**src/design/ofp_pkg.sv**
```systemverilog
`timescale 1ns / 1ps
// ----------------------------------------------------------------------------
// ofp_pkg
// shared types and constants for the off-axis frustum projection block
// ----------------------------------------------------------------------------
package ofp_pkg;

  localparam int NumLanes = 6;
  localparam int QuoBits  = 32;

  localparam int LaneXScale     = 0;
  localparam int LaneYScale     = 1;
  localparam int LaneXShift     = 2;
  localparam int LaneYShift     = 3;
  localparam int LaneDepthScale = 4;
  localparam int LaneDepthOff   = 5;

  localparam logic signed [31:0] EzMinRaw      = 32'sd65;
  localparam logic [30:0]        EzFallbackRaw = 31'd42598;

  typedef enum logic [1:0] {
    REG_SCREEN_WIDTH  = 2'd0,
    REG_SCREEN_HEIGHT = 2'd1,
    REG_NEAR_PLANE    = 2'd2,
    REG_FAR_PLANE     = 2'd3
  } reg_idx_t;

  typedef logic [63:0]                 acc_t;
  typedef acc_t [NumLanes-1:0]         acc_arr_t;
  typedef logic [NumLanes-1:0][30:0]   den_arr_t;

  typedef struct packed {
    logic                valid;
    logic [NumLanes-1:0] neg;
    logic [NumLanes-1:0] ovf;
    logic [NumLanes-1:0] zero;
  } side_t;

endpackage

```
**src/design/ofp_front.sv**
```systemverilog
`timescale 1ns / 1ps
// ----------------------------------------------------------------------------
// ofp_front
// two prep stages: eye magnitudes, f*n, f+n, then dividends and overflow flags
// ----------------------------------------------------------------------------
module ofp_front import ofp_pkg::*; (
  input  logic               clk,
  input  logic               rst,
  input  logic               adv,
  input  logic               in_take,
  input  logic signed [31:0] eye_x,
  input  logic signed [31:0] eye_y,
  input  logic signed [31:0] eye_z,
  input  logic [30:0]        near_plane,
  input  logic [30:0]        far_plane,
  input  den_arr_t           den,
  input  logic               w_zero,
  input  logic               h_zero,
  output acc_arr_t           acc,
  output side_t              side
);

  logic        v1;
  logic [30:0] ez;
  logic [31:0] mx;
  logic [31:0] my;
  logic        nx;
  logic        ny;
  logic [61:0] prod;
  logic [31:0] fsum;
  acc_arr_t    num;
  side_t       side_next;

  always_ff @(posedge clk) begin
    if (rst) begin
      v1 <= 1'b0;
    end else if (adv) begin
      v1 <= in_take;
    end
  end

  always_ff @(posedge clk) begin
    if (adv) begin
      ez   <= (eye_z <= EzMinRaw) ? EzFallbackRaw : eye_z[30:0];
      mx   <= eye_x[31] ? (32'd0 - eye_x) : eye_x;
      my   <= eye_y[31] ? (32'd0 - eye_y) : eye_y;
      nx   <= (eye_x > 32'sd0);
      ny   <= (eye_y > 32'sd0);
      prod <= 62'(near_plane) * 62'(far_plane);
      fsum <= 32'(near_plane) + 32'(far_plane);
    end
  end

  always_comb begin
    num[LaneXScale]     = {16'd0, ez, 17'd0};
    num[LaneYScale]     = {16'd0, ez, 17'd0};
    num[LaneXShift]     = {15'd0, mx, 17'd0};
    num[LaneYShift]     = {15'd0, my, 17'd0};
    num[LaneDepthScale] = {16'd0, fsum, 16'd0};
    num[LaneDepthOff]   = {1'b0, prod, 1'b0};
    side_next.valid = v1;
    side_next.neg = '0;
    side_next.neg[LaneXShift]     = nx;
    side_next.neg[LaneYShift]     = ny;
    side_next.neg[LaneDepthScale] = far_plane > near_plane;
    side_next.neg[LaneDepthOff]   = far_plane > near_plane;
    side_next.zero[LaneXScale]     = w_zero || (near_plane == 31'd0);
    side_next.zero[LaneXShift]     = w_zero || (near_plane == 31'd0);
    side_next.zero[LaneYScale]     = h_zero || (near_plane == 31'd0);
    side_next.zero[LaneYShift]     = h_zero || (near_plane == 31'd0);
    side_next.zero[LaneDepthScale] = far_plane == near_plane;
    side_next.zero[LaneDepthOff]   = far_plane == near_plane;
    for (int i = 0; i < NumLanes; i++) begin
      side_next.ovf[i] = num[i][63:32] >= {1'b0, den[i]};
    end
  end

  always_ff @(posedge clk) begin
    if (rst) begin
      side <= '0;
    end else if (adv) begin
      side <= side_next;
    end
  end

  always_ff @(posedge clk) begin
    if (adv) begin
      for (int i = 0; i < NumLanes; i++) begin
        acc[i] <= side_next.ovf[i] ? 64'd0 : num[i];
      end
    end
  end

endmodule

```
**config.mk**
```make
export PLATFORM = sky130hd
export DESIGN_NAME = ofp_front
export DESIGN_NICKNAME = d
export VERILOG_FILES = /design/src/design/ofp_pkg.sv /design/src/design/ofp_front.sv
export SDC_FILE = /design/constraint.sdc
export NUM_CORES = 2
export LEC_CHECK = 0
export ABC_AREA = 1
export BUFFER_PORTS_ARGS = -buffer_cell sky130_fd_sc_hd__clkbuf_2
export CORE_MARGIN = 2
export CORE_UTILIZATION = 50
export DETAILED_ROUTE_END_ITERATION = 12
export PLACE_DENSITY_LB_ADDON = 0.1
export REMOVE_ABC_BUFFERS = 1
export SYNTH_ARGS = -nofsm -noshare
export SYNTH_HDL_FRONTEND = slang
export SYNTH_SLANG_ARGS = --single-unit
```
**constraint.sdc**
```tcl
create_clock -name clk -period 10.35 [get_ports clk]
set_input_delay 1.035 -clock clk [delete_from_list [all_inputs] [get_ports clk]]
set_output_delay 1.035 -clock clk [all_outputs]
set_load 0.02 [all_outputs]
```
=== Word-level counts from Yosys, hierarchy flattened ===
Cells that the tools add are included.

* Word-level logic and storage cells: 46
* Output and inout port bits: 403
* Input bits: 350
* Register bits: 591

* $add $sub $neg: 3
* Multiply operators: 1
* $lt $le $gt $ge: 10
* Equality and inequality tests: 1
* Reductions and logical operators: 3
* Multiplexer cells: 2

{| class="wikitable"
|+ Operator list
! kind !! count
|-
| greater-or-equal comparator 16 x 31 -> 1 bit || 3
|-
| > comparator 32 x 1 -> 1 bit, second input constant || 2
|-
| subtractor 1 x 32 -> 32 bit, first input constant || 2
|-
| greater-or-equal comparator 17 x 31 -> 1 bit || 2
|-
| multiplier 31 x 31 -> 62 bit || 1
|-
| 2-to-1 mux 31 bit || 2
|-
| adder 31 x 31 -> 32 bit || 1
|-
| <= comparator 32 x 8 -> 1 bit, second input constant || 1
|-
| equality test 31 bit || 1
|-
| greater-or-equal comparator 31 bit || 1
|-
| > comparator 31 bit || 1
|-
| logical NOT 31 bit || 1
|-
| logical OR 1 bit || 2
|}

=== Longest topological paths before layout ===
* Depth after elaboration: 2
* Mapped depth: 30
* Mapped depth without buffers: 30

=== Least setup slack after synthesis ===
Ideal clock, no wire load.

* Path type: input to register
* Start: in near_plane[29]
* End: reg prod[35] (data pin)
* Setup time: 0.259 ns
* Setup slack: 3.457 ns
* Stages: 24
* Data arrival time: 6.634 ns
* Cells stage by stage: clkbuf_1 nand2_1 fa_1 inv_1 fa_1 fa_1 inv_1 fa_1 inv_1 fa_1 fa_1 fa_1 inv_1 fa_1 inv_1 ha_1 nand2_1 inv_1 a21oi_1 nand2_1 o21bai_1 inv_1 nand2_1 xor2_1

* Longest elaborated chain between the ends: 1

{| class="wikitable"
|+ RTL lines
! what !! RTL line !! text
|-
| from (decl) || ofp_front.sv:14 || <nowiki>input logic [30:0] near_plane,</nowiki>
|-
| multiplier 31 x 31 -> 62 bit || ofp_front.sv:49 || <nowiki>prod <= 62'(near_plane) * 62'(far_plane);</nowiki>
|-
| to (signal assigned) || ofp_front.sv:49 ||
|-
| to (decl) || ofp_front.sv:29 || <nowiki>logic [61:0] prod;</nowiki>
|}

Every way passes these cells.
A chain may end at the register's enable or synchronous reset.

=== Worst setup path after layout ===
* Start: in near_plane[16]
* End: reg prod[49] (data pin)

Same word-level chain as after synthesis.

==> flow_metrics.env <==
export IMPL_status="finished clean"
export IMPL_root_buffer="clkbuf_16"
export IMPL_ys_flop_type="edfxtp_1"
export IMPL_hpwlAfterDp_mm=135.4
export IMPL_clkLatencyLatePin_ns=0.62
export IMPL_wirelength_mm=172.7
export IMPL_clock_sinks=425
export IMPL_cts_hold_buffers=0
export IMPL_drive_gt1_share_pct=9.983
export IMPL_fp_row_count=124
export IMPL_max_freq_mhz=125.2
export IMPL_mostFrequentLayoutCells="inv_1, nand2_1, fa_1"
export IMPL_synth_cells=7203
export IMPL_clk_pin_slew_ns=0.06
export IMPL_min_path_cells=2
export IMPL_cts_htree_levels=2
export IMPL_synth_distinct_cells=47
export IMPL_ys_ff_latch=425
export IMPL_relSlewSlack_pct=21.02
export IMPL_postCtsSetupRepairBufs=0
export IMPL_first_global_vias=46270
export IMPL_skew_ns=0.02768
export IMPL_reg2reg_to="acc[39]"
export IMPL_avgSynthCellArea_sq_um=8.047
export IMPL_reg2regPathDepth=12
export IMPL_synth_edf_count=411
export IMPL_crit_path_frequent_cell="fa_1"
export IMPL_numCtsBuffers=48
export IMPL_grt_antenna_before_repair=1
export IMPL_initial_core_util_pct=50.56
export IMPL_path_class="in2reg"
export IMPL_finalMaxSlewViolations=0
export IMPL_timing_hold_worst_class="reg2reg"
export IMPL_worst_setup_path_end_kind="flop"
export IMPL_synth_area_sq_um=57970
export IMPL_yosys_area_top_type_share_pct=28.91
export IMPL_worstPathRequired_ns=10.72
export IMPL_numPortBuffers=586
export IMPL_holdPathEnd="side[10]"
export IMPL_nets=9276
export IMPL_track_usage_pct=29.11
export IMPL_cp_cell_sequence="clkbuf_2 -> ha_1 -> inv_1 -> fa_1 -> fa_1 -> inv_1 -> fa_1 -> fa_1 -> fa_1 -> fa_1 -> fa_1 -> inv_1 -> fa_1 -> inv_1 -> ha_1 -> nand2_1 -> nor2_1 -> nand2_1 -> nor2_1 -> nand3_1 -> nand4_1 -> nand2_1"
export IMPL_gp_congestion=0.9411
export IMPL_firstDrtPassIters=6
export IMPL_drc=0
export IMPL_cts_resized=0
export IMPL_rrSetupSlack_ns=7.42
export IMPL_synthToLayoutAreaGrowth_pct=8.999
export IMPL_layout_min_cycle_time_ns=7.989
export IMPL_fin_crit_sh_pct=77.19
export IMPL_gr_total_overflow=0
export IMPL_wire_per_inst_microns=18.75
export IMPL_synth_async_sr_flop_share_pct=0
export IMPL_tightest_slew_ns=1.185
export IMPL_clockBufferDepth=3
export IMPL_hold_viol_final=0
export IMPL_die_h_microns=344.5
export IMPL_final_common_cell="inv_1"
export IMPL_ys_warn_count=0
export IMPL_grt_setup_unrepaired="false"
export IMPL_max_stage_delay_ns=0.83
export IMPL_setup_tns_ns=0
export IMPL_drt_vias_per_instance=4.988
export IMPL_fp_dieW_microns=344.5
export IMPL_yosysSeqAreaShare_pct=21.78
export IMPL_drt_initial_drc_count=3194
export IMPL_arrival_ns=8.36
export IMPL_synth_top_area_cell="fa_1"
export IMPL_start_kind="primary input"
export IMPL_core_area_sq_um=114700
export IMPL_grt_pass1_wl_mm=262.4
export IMPL_io_pin_count=753
export IMPL_crit_fanout=33
export IMPL_grt_max_degree=156
export IMPL_r2r_start="ez[29]"
export IMPL_max_cap_violations=0
export IMPL_vias=45930
export IMPL_cts_tree="built"
export IMPL_finalSetupViolCount=0
export IMPL_dieArea_sq_um=118700
export IMPL_ys_top_cells_by_area="fa_1, edfxtp_1, inv_1, nand2_1, ha_1"
export IMPL_hp_start="side[10]"
export IMPL_critical_path_slowest_cell="clkbuf_2"
export IMPL_ant_nets=0
-- worst max-delay path by stage --
stage,startpoint,end,slack (ns),depth (start not counted)
after floorplan,near_plane[11],prod[42],3.71,26
after global placement,near_plane[16],prod[33],1.85,22
after detailed placement,far_plane[16],prod[33],1.91,22
after CTS,near_plane[12],prod[42],2.53,25
after global routing,near_plane[15],prod[48],2.20,23
final,near_plane[16],prod[49],2.36,22
-- kinds of logic (layout without fill, tap and decap cells) --
| kind of cell | count (synthesis) | after routing | share of synthesized area, % |
|---|---|---|---|
| AND/OR/NAND/NOR | 2649 | 2649 | 18.49 |
| buffers and inverters | 2474 | 2799 | 17.24 |
| adder cells (fa/ha/maj) | 1271 | 1271 | 38.27 |
| flip-flops | 425 | 425 | 21.78 |
| AO/OA/AOI/OAI | 270 | 270 | 2.504 |
| XOR/XNOR | 113 | 113 | 1.707 |
| other | 1 | 169 | 0.006469 |
-- cells in the mapped netlist (71+ instances only) --
cell type / number
buf_4: 173
nor2_1: 533
nand2_1: 1772
nand4_1: 71
nand3_1: 119
edfxtp_1: 411
inv_1: 2083
clkbuf_1: 195
xor2_1: 94
a21oi_1: 151
ha_1: 434
fa_1: 837
-- sequential cells by signal, summed over array words and instances (netlist names) --
register,cells
fsum,32
nx,1
my,32
prod,62
side,13
ny,1
ez,31
v1,1
acc,220
mx,32
-- metrics by stage --
step	instances	hold WS [ns]	cell area [sq um]	util [%]	setup WS [ns]
final	9208	0.4674	63180	55.11	2.361
after global routing	9206	0.4851	63180	55.10	2.203
after CTS	9205	0.4685	63170	55.10	2.530
after detailed placement	9117	0.4597	61580	53.71	1.908
after global placement	9117	0.4528	61580	53.71	1.850
after floorplan	6978	0.4474	56410	-	3.706
-- critical path: cells and delay by family --
family                   cells  cell delay [ns]
buffers and inverters        5             1.13
AND/OR/NAND/NOR              7             1.37
adder cells (fa/ha/maj)     10             4.77
-- routing by layer --
layer / track usage [%] / part of all wire, %
met4: 12.20 / 4.6
met5: 0 / 0
met1: 36.98 / 39
met2: 50.25 / 49
met3: 3.566 / 6.8
-- layout make-up --
type | count | area [sq um]
Antenna cell | 3 | 7.507
Clock buffer | 68 | 1359
Sequential cell | 425 | 12620
Multi-Input combinational cell | 4469 | 35970
Clock inverter | 20 | 235.2
Fill cell | 11070 | 51470
Inverter | 2084 | 7823
Timing Repair Buffer | 627 | 3276
Tap cell | 1512 | 1892
Power is left out: the tool's default activity adds up to more than one toggle a clock period on the data nets, which glitch-free logic cannot reach.
