$ cat config.mk
export PLATFORM = sky130hd
export DESIGN_NAME = ofp_cell
export DESIGN_NICKNAME = d
export VERILOG_FILES = /design/src/design/ofp_pkg.sv /design/src/design/ofp_cell.sv
export SDC_FILE = /design/constraint.sdc
export NUM_CORES = 1
export LEC_CHECK = 0
export ABC_AREA = 1
export BUFFER_PORTS_ARGS = -buffer_cell sky130_fd_sc_hd__buf_2
export CORE_AREA = 2 2 389 391
export DETAILED_ROUTE_END_ITERATION = 10
export DIE_AREA = 0 0 391 393
export PLACE_DENSITY = 0.42
export SETUP_SLACK_MARGIN = 0.2
export SLEW_MARGIN = 25
export SYNTH_ARGS = -nofsm -noshare
export SYNTH_HDL_FRONTEND = slang
export SYNTH_SLANG_ARGS = --single-unit
$ cat constraint.sdc
create_clock -name clk -period 2.13 [get_ports clk]
set_input_delay 0.213 -clock clk [delete_from_list [all_inputs] [get_ports clk]]
set_output_delay 0.213 -clock clk [all_outputs]
set_load 0.02 [all_outputs]
$ cat src/design/ofp_pkg.sv
`timescale 1ns / 1ps
// ----------------------------------------------------------------------------
// ofp_pkg
// shared types and constants for the off-axis frustum projection block
// ----------------------------------------------------------------------------
package ofp_pkg;

  localparam int NumLanes = 6;
  localparam int QuoBits  = 32;

  localparam int LaneXScale     = 0;
  localparam int LaneYScale     = 1;
  localparam int LaneXShift     = 2;
  localparam int LaneYShift     = 3;
  localparam int LaneDepthScale = 4;
  localparam int LaneDepthOff   = 5;

  localparam logic signed [31:0] EzMinRaw      = 32'sd65;
  localparam logic [30:0]        EzFallbackRaw = 31'd42598;

  typedef enum logic [1:0] {
    REG_SCREEN_WIDTH  = 2'd0,
    REG_SCREEN_HEIGHT = 2'd1,
    REG_NEAR_PLANE    = 2'd2,
    REG_FAR_PLANE     = 2'd3
  } reg_idx_t;

  typedef logic [63:0]                 acc_t;
  typedef acc_t [NumLanes-1:0]         acc_arr_t;
  typedef logic [NumLanes-1:0][30:0]   den_arr_t;

  typedef struct packed {
    logic                valid;
    logic [NumLanes-1:0] neg;
    logic [NumLanes-1:0] ovf;
    logic [NumLanes-1:0] zero;
  } side_t;

endpackage

$ cat src/design/ofp_cell.sv
`timescale 1ns / 1ps
// ----------------------------------------------------------------------------
// ofp_cell
// one restoring division step for every lane, one quotient bit per cell
// ----------------------------------------------------------------------------
module ofp_cell import ofp_pkg::*; (
  input  logic     clk,
  input  logic     rst,
  input  logic     adv,
  input  den_arr_t den,
  input  acc_arr_t acc_in,
  input  side_t    side_in,
  output acc_arr_t acc_out,
  output side_t    side_out
);

  acc_arr_t    acc_next;
  logic [64:0] t;
  logic [32:0] hi;
  logic        b;

  always_comb begin
    for (int i = 0; i < NumLanes; i++) begin
      t  = {acc_in[i], 1'b0};
      b  = t[64:32] >= {2'b0, den[i]};
      hi = b ? (t[64:32] - {2'b0, den[i]}) : t[64:32];
      acc_next[i] = {hi[31:0], t[31:1], b};
    end
  end

  always_ff @(posedge clk) begin
    if (rst) begin
      side_out <= '0;
    end else if (adv) begin
      side_out <= side_in;
    end
  end

  always_ff @(posedge clk) begin
    if (adv) begin
      acc_out <= acc_next;
    end
  end

endmodule

; Word-level counts from Yosys, hierarchy flattened
; Cells that the tools add are included.
[totals]
ff_bits = 403
inputBits = 592
output_inout_bits = 403
elab_cells = 28
[op_classes]
add_sub_neg = 6
n_lt_le_gt_ge = 6
mux = 6
[ops]
columns = operator, n
row1 = $ge 33x31->1, 6
row2 = $mux 32, 6
row3 = $sub 32x31->32, 6

; Depth between registers and ports, before layout
[logic_depth]
ltp_word = 2
ltp_mapped = 17
mapped_depth_nobuf = 16

; Worst setup path before layout
; OpenSTA, ideal clock, no wires.
[synth_timing]
path_type = input to register
startpoint = in den[133] in the netlist's numbering
endpoint = reg acc_out[313] in the netlist's numbering (data pin)
setup_ps = 253
arrival_time_ps = 1601
required_ps = 1877
path_slack_ps = 276
path_stages = 13
path_buffers = 2
path_cell_list = inv_1 -> ha_1 -> nand2_1 -> nor2_4 -> nand2_1 -> nor2_2 -> nand2_1 -> a21oi_2 -> nor2_2 -> buf_6 -> buf_6 -> nand3_2 -> nand2_1
[synth_rtl]
columns = element, line_no
row1 = from (decl), ofp_cell.sv:10  ; input den_arr_t den,
row2 = to (signal assigned), ofp_cell.sv:41  ; acc_out <= acc_next;
row3 = to (decl), ofp_cell.sv:13  ; output acc_arr_t acc_out,

==> metrics.txt <==
# TYPE chip_impl_metric gauge
chip_impl_metric{name="gpl.final_weighted_congestion",unit=""} 0.914
chip_impl_metric{name="reg2reg_slack",unit="ns"} 0.86
chip_impl_metric{name="worst_clock_skew",unit="ns"} 0
chip_impl_metric{name="avgSynthCellArea",unit="um^2"} 7.06
chip_impl_metric{name="dpl.hpwl",unit="mm"} 126
chip_impl_metric{name="slew_headroom",unit="%"} 68.6
chip_impl_info{name="rsz_0062_raised_after_global_routing",value="true"} 1
chip_impl_metric{name="critical_path_arrival",unit="ns"} 2.44
chip_impl_metric{name="power",unit="uW"} 30400
chip_impl_metric{name="clock-sinks",unit=""} 403
chip_impl_info{name="critical_path_endpoint_category",value="register"} 1
chip_impl_metric{name="hold_viol_final",unit=""} 0
chip_impl_metric{name="number_of_synthesized_register_bits",unit=""} 403
chip_impl_info{name="outcome",value="finished, final reports clean"} 1
chip_impl_metric{name="power_density",unit="mW/mm^2"} 623
chip_impl_metric{name="die_area",unit="mm^2"} 0.154
chip_impl_metric{name="vertical_die_dimension",unit="um"} 393
chip_impl_metric{name="grt_pass1_vias",unit=""} 33800
chip_impl_metric{name="floorplan.io_pins",unit=""} 995
chip_impl_metric{name="rows",unit=""} 142
chip_impl_metric{name="drtAntennaViolNets",unit=""} 0
chip_impl_metric{name="buffer_ports.inserted",unit=""} 994
chip_impl_metric{name="largest_net_degree_at_the_start_of_global_routing",unit=""} 69
chip_impl_metric{name="synth_sequential_area_ratio",unit="%"} 38.9
chip_impl_metric{name="distinct_cell_type_count_of_the_synthesized_netlist",unit=""} 40
chip_impl_metric{name="drt_first_pass_iters",unit=""} 6
chip_impl_metric{name="grt_antenna_before_repair",unit=""} 65
chip_impl_metric{name="synthesis.area",unit="mm^2"} 0.0306
chip_impl_metric{name="worstSkewPairLatency",unit="ns"} 0.64
chip_impl_metric{name="clock_tree.htree_level_count",unit=""} 2
chip_impl_metric{name="worst_ir_drop_vdd",unit="mV"} 0.597
chip_impl_metric{name="nFillCells",unit=""} 16300
chip_impl_metric{name="hold-path-cell-count",unit=""} 4
chip_impl_info{name="hold_path_class",value="input pin to register"} 1
chip_impl_metric{name="area_growth",unit="%"} 59.8
chip_impl_metric{name="timing.critical_path.fanout_max",unit=""} 12
chip_impl_metric{name="finalCritPeriodShare",unit="%"} 91.1
chip_impl_metric{name="detailedRoute.firstIterationViolations",unit=""} 1959
chip_impl_metric{name="post_synthesis_cells",unit=""} 4334
chip_impl_info{name="timing_worst_setup_path_type",value="input pin to register"} 1
chip_impl_info{name="startpoint_type",value="input pin"} 1
chip_impl_metric{name="synthesis.nets",unit=""} 5118
chip_impl_metric{name="period_needed",unit="ns"} 1.94
chip_impl_metric{name="ys_async_sr_fraction",unit="%"} 0
chip_impl_metric{name="max-cap-violations",unit=""} 0
chip_impl_metric{name="remaining_drc_errors",unit=""} 0
chip_impl_metric{name="fp.coreArea",unit="mm^2"} 0.149
chip_impl_metric{name="cts-buffers-inserted",unit=""} 52
chip_impl_info{name="cts_root_buf",value="sky130_fd_sc_hd__clkbuf_16"} 1
chip_impl_metric{name="wl_per_cell",unit="um"} 18.2
chip_impl_metric{name="dieWidth",unit="um"} 391
chip_impl_metric{name="viasPerCell",unit=""} 4.08
chip_impl_metric{name="grt_first_pass_wirelength",unit="mm"} 217
chip_impl_metric{name="totalWireLength",unit="mm"} 152
chip_impl_metric{name="drive_above_1_share",unit="%"} 29.4
chip_impl_metric{name="cts.clk_slew.worst_paths",unit="ns"} 0.06
chip_impl_metric{name="placed_cells",unit=""} 7839
chip_impl_metric{name="holdWs",unit="ns"} 0.0494
chip_impl_metric{name="worst-slew-pin-transition",unit="ns"} 0.470
chip_impl_metric{name="synth-edff-count",unit=""} 384
chip_impl_metric{name="vias",unit=""} 34200
chip_impl_metric{name="max-clock-path-buffers",unit=""} 3
chip_impl_info{name="final_common_cell",value="sky130_fd_sc_hd__nand2_1"} 1
chip_impl_metric{name="synth.yosys.warnings",unit=""} 0
chip_impl_info{name="cts_tree",value="built"} 1
chip_impl_metric{name="grt.overflow.total",unit=""} 0
chip_impl_metric{name="maxClockFrequency",unit="GHz"} 0.515
chip_impl_metric{name="required",unit="ns"} 2.63
chip_impl_metric{name="leakage",unit="uW"} 0.0268
chip_impl_info{name="layout_common_cells",value="1760 x sky130_fd_sc_hd__nand2_1, 991 x sky130_fd_sc_hd__buf_2, 918 x sky130_fd_sc_hd__inv_1"} 1
chip_impl_metric{name="stdcell_count",unit=""} 8370
chip_impl_metric{name="report.final.slew_viol_count",unit=""} 0
chip_impl_metric{name="layout.core_utilization",unit="%"} 32.8
chip_impl_info{name="yosys_most_used_dff",value="sky130_fd_sc_hd__edfxtp_1"} 1
chip_impl_metric{name="report.final.setup_viol",unit=""} 0
chip_impl_metric{name="num-nets-final",unit=""} 7149
chip_impl_metric{name="global_route.usage.total",unit="%"} 18.9
chip_impl_metric{name="rr_worst_depth",unit=""} 3
chip_impl_metric{name="initial_utilization",unit="%"} 20.5
## worst paths after layout
| kind | to | from |
|---|---|---|
| hold reg to reg | side_out[16] | side_out[16] |
| setup reg to reg | side_out[18] | side_out[18] |
| setup / recovery | acc_out[52] | acc_in[60] |
| hold / removal | acc_out[122] | acc_in[121] |
## power breakdown
part	switching [uW]	internal, uW	leakage (uW)	total (uW)
logic	6420	4490	0.0220	10900
registers	366	9840	0.00391	10200
clock network	4000	5340	0.000831	9340
total	10800	19700	0.0268	30400
## per-stage QoR
step           worst slack [ns]  area [um^2]  setup TNS, ns
2_1_floorplan             0.276        30600              0
3_3_place_gp             -0.302        42500         -27.09
3_5_place_dp             -0.316        42500         -26.56
4_1_cts                   0.216        48400              0
5_1_grt                   0.149        48900              0
6_report                  0.190        48900              0
## final cells by class
| cell class | instances | area (um^2) | area share [%] |
|---|---|---|---|
| inverters | 925 | 3480 | 7.11 |
| diodes | 18 | 45.0 | 0.0921 |
| clock inverters | 37 | 393 | 0.803 |
| multi-input cells | 2950 | 15000 | 30.8 |
| clock buffers | 60 | 1360 | 2.78 |
| repair buffers | 2033 | 14200 | 29.1 |
| well taps | 1944 | 2430 | 4.97 |
| flip-flops and latches | 403 | 11900 | 24.4 |
## layer usage
layer  share of wire, %  GRT usage (%)
met5              0.099              0
met4                2.7           5.22
met3                6.5           3.94
met2                 46           30.9
met1                 45           25.2
## sequential cells by signal, indices dropped and copies added (netlist names)
register  cells
acc_out     384
side_out     19
## logic make-up after synthesis
group | after synthesis | synth area share, %
AO/OA/AOI/OAI | 161 | 2.81
adder cells (fa/ha/maj) | 192 | 8.00
buffers and inverters | 981 | 13.0
XOR/XNOR | 84 | 2.40
AND/OR/NAND/NOR | 2513 | 34.9
flip-flops | 403 | 38.9
## repair_timing
action	4_1_cts	5_1_grt
gates resized for setup	0	94
setup endpoints to repair	0	122
hold buffers	412	0
endpoints found under the hold margin	407	0
buffers inserted	0	1
## worst max-delay path, stage by stage
cell                            delay [ns]
sky130_fd_sc_hd__dlygate4sd3_1        0.53
sky130_fd_sc_hd__buf_2                0.13
sky130_fd_sc_hd__ha_1                 0.30
sky130_fd_sc_hd__nand2_2              0.07
sky130_fd_sc_hd__inv_1                0.08
sky130_fd_sc_hd__nand2_2              0.08
sky130_fd_sc_hd__nor4_2               0.38
sky130_fd_sc_hd__nand2_4              0.12
sky130_fd_sc_hd__nand2_4              0.17
sky130_fd_sc_hd__buf_12               0.16
sky130_fd_sc_hd__nand3_1              0.10
sky130_fd_sc_hd__nand2_1              0.09
## cell usage after synthesis, types with 2 or more instances
cell	instances	area share, %
sky130_fd_sc_hd__nor3_1	30	0.49
sky130_fd_sc_hd__xnor2_1	6	0.17
sky130_fd_sc_hd__nand2_1	1784	22
sky130_fd_sc_hd__buf_6	34	1.3
sky130_fd_sc_hd__nor2_4	4	0.15
sky130_fd_sc_hd__a21oi_2	3	0.086
sky130_fd_sc_hd__o21a_1	3	0.074
sky130_fd_sc_hd__nand4_1	13	0.27
sky130_fd_sc_hd__nand2_2	24	0.49
sky130_fd_sc_hd__edfxtp_1	384	38
sky130_fd_sc_hd__fa_1	6	0.39
sky130_fd_sc_hd__nand3_2	46	1.5
sky130_fd_sc_hd__inv_1	921	11
sky130_fd_sc_hd__nand3_1	285	4.7
sky130_fd_sc_hd__a21o_1	3	0.074
sky130_fd_sc_hd__nor2_1	206	2.5
sky130_fd_sc_hd__buf_2	15	0.25
sky130_fd_sc_hd__inv_2	2	0.025
sky130_fd_sc_hd__and3_1	10	0.20
sky130_fd_sc_hd__ha_1	186	7.6
sky130_fd_sc_hd__xor2_1	78	2.2
sky130_fd_sc_hd__dfxtp_1	19	1.2
sky130_fd_sc_hd__buf_1	2	0.025
sky130_fd_sc_hd__nor4_2	2	0.082
sky130_fd_sc_hd__nor2_2	17	0.35
sky130_fd_sc_hd__nand3b_1	58	1.4
sky130_fd_sc_hd__nand2_4	7	0.26
sky130_fd_sc_hd__o21bai_1	6	0.15
sky130_fd_sc_hd__clkbuf_1	3	0.037
sky130_fd_sc_hd__o21ai_0	10	0.16
sky130_fd_sc_hd__buf_4	2	0.049
sky130_fd_sc_hd__and2_1	23	0.47
sky130_fd_sc_hd__a21oi_1	135	2.2
No activity file was read; power rests on OpenSTA's default activity.
